**src/rtl/core/assert_macros.svh**
```systemverilog
// Assertion macros shared by the cipher RTL; they compile to nothing when SYNTH is defined.
`ifndef ASSERT_MACROS_SVH
`define ASSERT_MACROS_SVH

`ifndef SYNTH
// Property that must hold on every clock edge out of reset.
`define ACSC_ASSERT(lbl, prop) \
    lbl: assert property (@(posedge clk) disable iff (!rst_n) (prop)) \
        else $error("acsc assertion failed");
// Same-cycle implication.
`define ACSC_ASSERT_IMP(lbl, ante, cons) \
    lbl: assert property (@(posedge clk) disable iff (!rst_n) (ante) |-> (cons)) \
        else $error("acsc implication failed");
// Next-cycle implication.
`define ACSC_ASSERT_NXT(lbl, ante, cons) \
    lbl: assert property (@(posedge clk) disable iff (!rst_n) (ante) |=> (cons)) \
        else $error("acsc next-cycle check failed");
`else
`define ACSC_ASSERT(lbl, prop)
`define ACSC_ASSERT_IMP(lbl, ante, cons)
`define ACSC_ASSERT_NXT(lbl, ante, cons)
`endif

`endif

```
**src/rtl/core/acsc_pkg.sv**
```systemverilog
// Shared constants, types and round functions of the ARX counter stream cipher.
`timescale 1ns / 1ps
package acsc_pkg;

    // Number of double rounds applied to each block.
    localparam int DOUBLE_ROUNDS = 10;
    // Half quarter-round steps: two per column round, two per diagonal round.
    localparam int STEP_COUNT    = 4 * DOUBLE_ROUNDS;
    localparam int STEP_W        = $clog2(STEP_COUNT);

    localparam int NUM_REGS      = 6;
    localparam int CFG_IDX_W     = 3;
    localparam int BLK_WORDS     = 8;
    localparam int BLK_IDX_W     = 3;
    localparam int STATE_WORDS   = 16;
    localparam int POS_W         = 6;

    typedef logic [31:0] word_t;
    typedef logic [63:0] dword_t;

    // Four words of one quarter-round.
    typedef struct packed {
        word_t a;
        word_t b;
        word_t c;
        word_t d;
    } quad_t;

    // Commands from the controller to the datapath.
    typedef struct packed {
        logic                   reload;
        logic                   start;
        logic                   round_en;
        logic [STEP_W-1:0]      step;
        logic                   finish;
        logic                   emit;
        logic                   emit_direct;
        logic                   inc_en;
        logic [BLK_IDX_W-1:0]   inc_idx;
        logic                   carry_in;
        logic [POS_W-1:0]       pos;
    } cmd_t;

    // Status from the datapath to the controller.
    typedef struct packed {
        logic inc_carry;
    } status_t;

    // One half of a quarter-round: rotations 16/12 in the first half, 8/7 in the second.
    function automatic quad_t qr_half(input word_t a, input word_t b, input word_t c,
                                      input word_t d, input logic second);
        quad_t q;
        word_t a1;
        word_t c1;
        word_t dx;
        word_t bx;
        a1 = a + b;
        dx = d ^ a1;
        if (second)
            dx = {dx[23:0], dx[31:24]};
        else
            dx = {dx[15:0], dx[31:16]};
        c1 = c + dx;
        bx = b ^ c1;
        if (second)
            bx = {bx[24:0], bx[31:25]};
        else
            bx = {bx[19:0], bx[31:20]};
        q.a = a1;
        q.b = bx;
        q.c = c1;
        q.d = dx;
        return q;
    endfunction

    // Reverse the byte order of a 64-bit word.
    function automatic dword_t byteswap64(input dword_t x);
        dword_t y;
        for (int i = 0; i < 8; i++) begin
            y[8*i +: 8] = x[8*(7-i) +: 8];
        end
        return y;
    endfunction

endpackage

```
**src/rtl/core/acsc_ctrl.sv**
```systemverilog
// Controller: handshakes, byte position, round sequencing and counter increment sweep.
`timescale 1ns / 1ps
`include "assert_macros.svh"
module acsc_ctrl
(
    input  logic                clk,
    input  logic                rst_n,
    input  logic                in_valid,
    output logic                in_stall,
    input  logic                first_byte,
    output logic                out_valid,
    input  logic                out_stall,
    input  acsc_pkg::status_t   status,
    output acsc_pkg::cmd_t      cmd
);

    localparam logic [1:0] S_IDLE   = 2'd0;
    localparam logic [1:0] S_ROUND  = 2'd1;
    localparam logic [1:0] S_FINISH = 2'd2;
    localparam logic [1:0] S_INC    = 2'd3;

    localparam logic [acsc_pkg::STEP_W-1:0] STEP_LAST =
        acsc_pkg::STEP_W'(acsc_pkg::STEP_COUNT - 1);
    localparam logic [acsc_pkg::POS_W-1:0] POS_LAST = '1;
    localparam logic [acsc_pkg::BLK_IDX_W-1:0] IDX_LAST =
        acsc_pkg::BLK_IDX_W'(acsc_pkg::BLK_WORDS - 1);

    logic [1:0]                      state_reg;
    logic [1:0]                      state_next;
    logic [acsc_pkg::STEP_W-1:0]     step_reg;
    logic [acsc_pkg::STEP_W-1:0]     step_next;
    logic [acsc_pkg::POS_W-1:0]      pos_reg;
    logic [acsc_pkg::POS_W-1:0]      pos_next;
    logic [acsc_pkg::BLK_IDX_W-1:0]  inc_idx_reg;
    logic [acsc_pkg::BLK_IDX_W-1:0]  inc_idx_next;
    logic                            ready_reg;
    logic                            ready_next;
    logic                            carry_reg;
    logic                            carry_next;
    logic                            out_valid_reg;
    logic                            out_valid_next;
    logic                            out_free;
    logic                            accept;

    // The output register is free when empty or when its beat leaves now.
    assign out_free = !out_valid_reg || !out_stall;
    assign in_stall = (state_reg != S_IDLE) || !out_free;
    assign accept   = in_valid && !in_stall;

    // Next-state and command logic.
    always_comb
    begin
        state_next     = state_reg;
        step_next      = step_reg;
        pos_next       = pos_reg;
        inc_idx_next   = inc_idx_reg;
        ready_next     = ready_reg;
        carry_next     = carry_reg;
        out_valid_next = out_valid_reg && out_stall;

        cmd             = '0;
        cmd.step        = step_reg;
        cmd.pos         = pos_reg;
        cmd.inc_idx     = inc_idx_reg;
        cmd.carry_in    = carry_reg;

        unique case (state_reg)
            S_IDLE:
            begin
                if (accept) begin
                    if (ready_reg && !first_byte) begin
                        cmd.emit        = 1'b1;
                        cmd.emit_direct = 1'b1;
                        out_valid_next  = 1'b1;
                        pos_next        = pos_reg + acsc_pkg::POS_W'(1);
                        if (pos_reg == POS_LAST) begin
                            ready_next   = 1'b0;
                            carry_next   = 1'b1;
                            inc_idx_next = IDX_LAST;
                            state_next   = S_INC;
                        end
                    end else begin
                        cmd.start  = 1'b1;
                        cmd.reload = first_byte;
                        if (first_byte) begin
                            pos_next   = '0;
                            ready_next = 1'b0;
                        end
                        step_next  = '0;
                        state_next = S_ROUND;
                    end
                end
            end
            S_ROUND:
            begin
                cmd.round_en = 1'b1;
                step_next    = step_reg + acsc_pkg::STEP_W'(1);
                if (step_reg == STEP_LAST)
                    state_next = S_FINISH;
            end
            S_FINISH:
            begin
                if (out_free) begin
                    cmd.finish     = 1'b1;
                    cmd.emit       = 1'b1;
                    out_valid_next = 1'b1;
                    ready_next     = 1'b1;
                    pos_next       = pos_reg + acsc_pkg::POS_W'(1);
                    state_next     = S_IDLE;
                    if (pos_reg == POS_LAST) begin
                        ready_next   = 1'b0;
                        carry_next   = 1'b1;
                        inc_idx_next = IDX_LAST;
                        state_next   = S_INC;
                    end
                end
            end
            S_INC:
            begin
                cmd.inc_en   = 1'b1;
                carry_next   = status.inc_carry;
                inc_idx_next = inc_idx_reg - acsc_pkg::BLK_IDX_W'(1);
                if (inc_idx_reg == '0)
                    state_next = S_IDLE;
            end
            default:
            begin
                state_next = S_IDLE;
            end
        endcase
    end

    // Control registers.
    always_ff @(posedge clk or negedge rst_n)
    begin
        if (!rst_n) begin
            state_reg     <= S_IDLE;
            step_reg      <= '0;
            pos_reg       <= '0;
            inc_idx_reg   <= '0;
            ready_reg     <= 1'b0;
            carry_reg     <= 1'b0;
            out_valid_reg <= 1'b0;
        end else begin
            state_reg     <= state_next;
            step_reg      <= step_next;
            pos_reg       <= pos_next;
            inc_idx_reg   <= inc_idx_next;
            ready_reg     <= ready_next;
            carry_reg     <= carry_next;
            out_valid_reg <= out_valid_next;
        end
    end

    assign out_valid = out_valid_reg;

    // A result beat appears only from a direct emit or at the end of a block computation.
    `ACSC_ASSERT_IMP(a_result_source, $rose(out_valid_reg), $past(state_reg) == S_IDLE || $past(state_reg) == S_FINISH)
    // The increment sweep starts at the last word, after the position wrapped.
    `ACSC_ASSERT_IMP(a_inc_entry, state_reg == S_INC && $past(state_reg) != S_INC, pos_reg == '0 && !ready_reg && inc_idx_reg == IDX_LAST)
    // No keystream is marked valid while the rounds are running.
    `ACSC_ASSERT(a_round_not_ready, state_reg != S_ROUND || !ready_reg)
    // A held result is not dropped.
    `ACSC_ASSERT_NXT(a_hold_result, out_valid_reg && out_stall, out_valid_reg)

endmodule

```
**config.mk**
```make
export PLATFORM = sky130hd
export DESIGN_NAME = acsc_ctrl
export DESIGN_NICKNAME = d
export VERILOG_FILES = /design/src/rtl/core/acsc_pkg.sv /design/src/rtl/core/acsc_ctrl.sv
export VERILOG_INCLUDE_DIRS = /design/src /design/src/rtl/core
export SDC_FILE = /design/constraint.sdc
export NUM_CORES = 1
export LEC_CHECK = 0
export BUFFER_PORTS_ARGS = -buffer_cell sky130_fd_sc_hd__buf_4
export CORE_MARGIN = 2
export CORE_UTILIZATION = 55
export CTS_CLUSTER_SIZE = 8
export DETAILED_ROUTE_END_ITERATION = 12
export GPL_TIMING_DRIVEN = 0
export PLACE_DENSITY = 0.83
export SLEW_MARGIN = 20
export SYNTH_ARGS = -nofsm -noshare
export SYNTH_HDL_FRONTEND = slang
export SYNTH_SLANG_ARGS = --single-unit
```
**constraint.sdc**
```tcl
create_clock -name clk -period 3.3 [get_ports clk]
set_input_delay 0.66 -clock clk [delete_from_list [all_inputs] [get_ports clk]]
set_output_delay 0.66 -clock clk [all_outputs]
set_load 0.01 [all_outputs]
```
# Yosys cells after proc, flatten, opt, wreduce, memory -nomap -nowiden
# Cells that the tools add are included.
[totals] reg_bits=20 out_inout_bits=25 word_cells=92
[op_classes] add_sub_neg=3 n_eq_ne=13 muxes=48 n_reduce_logical=21
[ops] op="6-bit two-way mux" n=6
[ops] op="2-bit two-way mux" n=13
[ops] op="6-bit one-hot mux with 2 select lines" n=2
[ops] op="1-bit two-way mux" n=17
[ops] op="6-bit by 1-bit adder with 6-bit output, second input constant" n=2
[ops] op="6-bit == test, second input constant" n=2
[ops] op="3-bit two-way mux" n=4
[ops] op="2-bit != test, second input constant" n=6
[ops] op="5-bit AND reduction" n=2
[ops] op="3-bit one-hot mux with 3 select lines" n=1
[ops] op="2-bit one-hot mux with 4 select lines" n=1
[ops] op="4-bit AND reduction" n=2
[ops] op="3-bit != test, second input constant" n=2
[ops] op="1-bit one-hot mux with 2 select lines" n=3
[ops] op="2-bit nonzero test" n=3
[ops] op="1-bit zero test" n=5
[ops] op="2-bit == test, second input constant" n=2
[ops] op="1-bit logical AND" n=3
[ops] op="3-bit zero test" n=1
[ops] op="1-bit one-hot mux with 3 select lines" n=1
[ops] op="3-bit AND reduction" n=1
[ops] op="3-bit nonzero test" n=1
[ops] op="3-bit by 1-bit subtractor with 3-bit output, second input constant" n=1
[ops] op="2-bit by 1-bit == test with 1-bit output, second input constant" n=1
[ops] op="other kinds (2)" n=3

# Logic depth before layout (Yosys ltp)
[logic_depth] word_depth=8 depth_mapped=6 depth_no_buf=6

# Worst setup path before layout
# Ideal clock, no wire load.
[synth_timing] path_type="input to output" start="input port out_stall" end="output port cmd[21] (netlist name)" arrival_ns=1.297 t_required_ns=2.640 slack_ns=1.343 stages=3 path_cell_list="a211oi_1 nand3_1 inv_1"
[synth_lines] item="start: declaration" line="acsc_ctrl.sv:12" rtl="input logic out_stall,"
[synth_lines] item="end: declaration" line="acsc_ctrl.sv:14" rtl="output acsc_pkg::cmd_t cmd"

==> impl_metrics.yaml <==
outcome:
  outcome: "finished, final reports clean"
power:
  clkPwrFrac: 0.136
  sequentialPowerShare: 0.438
  p_leak_nw: 0.701
  swShare: 0.387
  p_sw_w: 0.000309
  combPwrFrac: 0.426
  vdd.ir_drop.worst_v: 0.000384
  p_per_area_mw_per_mm2: 563
  internal_power_w: 0.000490
floorplanning:
  std_cell_rows: 16
  initial_core_util: 0.580
  die_area_sq_mm: 0.00245
  fp.coreArea_sq_mm: 0.00196
  die_h_microns: 49.5
  io_pins: 31
  die-width_microns: 49.5
clock_network:
  clk_pin_slew_ns: 0.10
  h-tree-depth: 1
  cts_root_buf: "clkbuf_4"
  cts_buffers: 3
  tritoncts: "built"
  cts_buffer_depth: 2
  clock_sinks: 20
  ctsResizeCount: 0
  hold_buffers: 0
  clk_latency_ns: 0.29
  postCtsSetupRepairBufs: 0
grt:
  antenna_found_initial: 0
  globalRouteOverflowTotal: 0
  grt_max_degree: 21
  grt_pass1_wl_microns: 4330
  grtUsageTotal: 0.225
  grt_pass1_vias: 984
critical_path:
  max_stage_delay_ns: 0.44
  cp_data_required_time_ns: 2.64
  worst-path-buf-inv: 3
  critPathKind: "reg2out"
  crit_fanout: 10
  cp-end-kind: "primary output"
  cpLargestDelayFamily: "buffers and inverters"
  cp.arrival_ns: 1.88
  cp_slowest_cell: "a211oi_1"
  start_kind: "flop"
  worstPathCellList: "buf_4, a211oi_1, nand3_1, inv_1, buf_4"
  cpMostUsedCell: "buf_4"
final_layout:
  nNetsFinal: 164
  layout-drive-gt1-share: 0.270
  fin_area_sq_mm: 0.00142
  areaGrowthSynthToFinish_pct: 24.7
  antenna_cells: 0
  fillers: 163
  multi_input_area_sq_um: 583
  register_area_sq_um: 500
timing:
  tightest_slew_ns: 0.476
  hold_viol_final: 0
  slew_violations: 0
  tns_ns: 0
  slew_headroom: 0.681
  fmaxAchievable_ghz: 0.394
  skew_ns: 0.00261
  period_minus_slack_ns: 2.54
  rsz0062_at_grt: "false"
  setup_viol: 0
  fin_crit_sh: 0.770
route:
  dr.pass1.iters: 4
  drc: 0
  ant_nets: 0
  drt-total-wl_microns: 2460
  drt-vias-per-instance: 5.78
  drt-initial-drc-count: 30
  wl_per_cell_microns: 13.7
  vias: 1035
synth:
  syn_inst: 119
  yosysTopAreaCell: "dfrtp_1"
  yosys_register_bits: 20
  seq_area_frac_synth: 0.440
  syn-cell-area_sq_mm: 0.00114
  yosys_warnings: 0
  async_flop_share: 1.00
  synthTopCellsByCount: "dfrtp_1, nand2_1, o21ai_0"
  synth_top_area_share: 0.440
  synth.area.top_cells: "dfrtp_1, ha_1, nand2_1"
  synthFlopType: "dfrtp_1"
  syn_area_per_cell_sq_um: 9.57
  synth_edf_count: 0
  synth_nets: 129
  synth_cell_types: 40
  yosysMostFrequentCell: "dfrtp_1"
place:
  port_buffers: 30
  post_dp_cell_area_sq_mm: 0.00140
  dpl.hpwl_microns: 1870
  place_congestion: 0.817
flow_run:
  cap_violations: 0
worst_hold_path:
  hp-class: "in2async"
==> per-stage QoR <==
stage / std cells / total power (W) / utilization / hold slack [ns] / setup WS, ns
2_1_floorplan: 119 / 0.000549 / - / 0.364 / 1.34
3_3_place_gp: 176 / 0.000677 / 0.712 / 0.504 / 0.970
3_5_place_dp: 176 / 0.000693 / 0.712 / 0.507 / 0.906
4_1_cts: 179 / 0.000802 / 0.724 / 0.229 / 0.753
5_1_grt: 179 / 0.000869 / 0.724 / 0.232 / 0.560
6_report: 179 / 0.000799 / 0.724 / 0.227 / 0.759
==> cell usage in the layout, fill, tap and decap left out, types with 2 or more instances in the layout <==
| cell | n |
|---|---|
| o21a_1 | 3 |
| xor2_1 | 2 |
| a22o_1 | 3 |
| a32oi_1 | 2 |
| inv_1 | 8 |
| a2bb2oi_1 | 3 |
| mux2i_1 | 2 |
| nand2_1 | 13 |
| o21ai_0 | 9 |
| ha_1 | 4 |
| clkbuf_4 | 3 |
| nand3_1 | 8 |
| nand3b_1 | 2 |
| nand4_1 | 3 |
| buf_2 | 2 |
| o21bai_1 | 2 |
| and2_1 | 3 |
| nor2b_1 | 2 |
| nor2_1 | 5 |
| buf_4 | 32 |
| dfrtp_1 | 20 |
| o22a_1 | 2 |
==> cell type report <==
cell class | instances | share of cell area
buffer | 4 | 0.0176
clock buffer | 3 | 0.0159
inverter | 8 | 0.0211
multi-input combinational | 87 | 0.411
sequential | 20 | 0.352
tap | 27 | 0.0238
timing repair buffer | 30 | 0.159
==> cell families after synthesis <==
family          Yosys count  synth area share
flops                    20             0.440
compound gates           32             0.208
fa+ha+maj                 4            0.0440
buf+inv                  12            0.0483
xor+xnor                  3            0.0231
simple gates             45             0.210
mux                       3            0.0275
==> power groups by stage <==
stage	clock, W	combinational (W)	sequential, W
floorplan	0	0.000188	0.000361
finish	0.000109	0.000340	0.000350
global route	0.000123	0.000387	0.000360
CTS	0.000113	0.000339	0.000350
detailed placement	0	0.000339	0.000354
global placement	0	0.000326	0.000350
==> worst paths after layout <==
check	from	end	slack, ns	cells past startpoint
max in group asynchronous	rst_n	pos_reg[2]	2.86	1
min in group clk	step_reg[5]	step_reg[5]	0.52	1
worst min register to register	step_reg[5]	step_reg[5]	0.52	1
worst max register to register	state_reg[0]	step_reg[1]	1.62	5
worst min-delay path	rst_n	out_valid	0.23	1
worst max-delay path	state_reg[0]	cmd[21]	0.76	5
==> routing by layer <==
layer	vias up	track usage	part of all wire
met1	492	0.302	0.43
met4	0	0.0556	0.0057
met5	-	0	0
met2	42	0.378	0.50
met3	2	0.0424	0.067
li1	499	-	-
==> worst reg2reg max path, delay by kind of cell, from the launching register on <==
kind / cells / cell delay, ns
AO/OA/AOI/OAI: 2 / 0.55
flip-flops: 1 / 0.43
buffers and inverters: 2 / 0.35
AND/OR/NAND/NOR: 1 / 0.24
(Power assumes the default switching activity.)
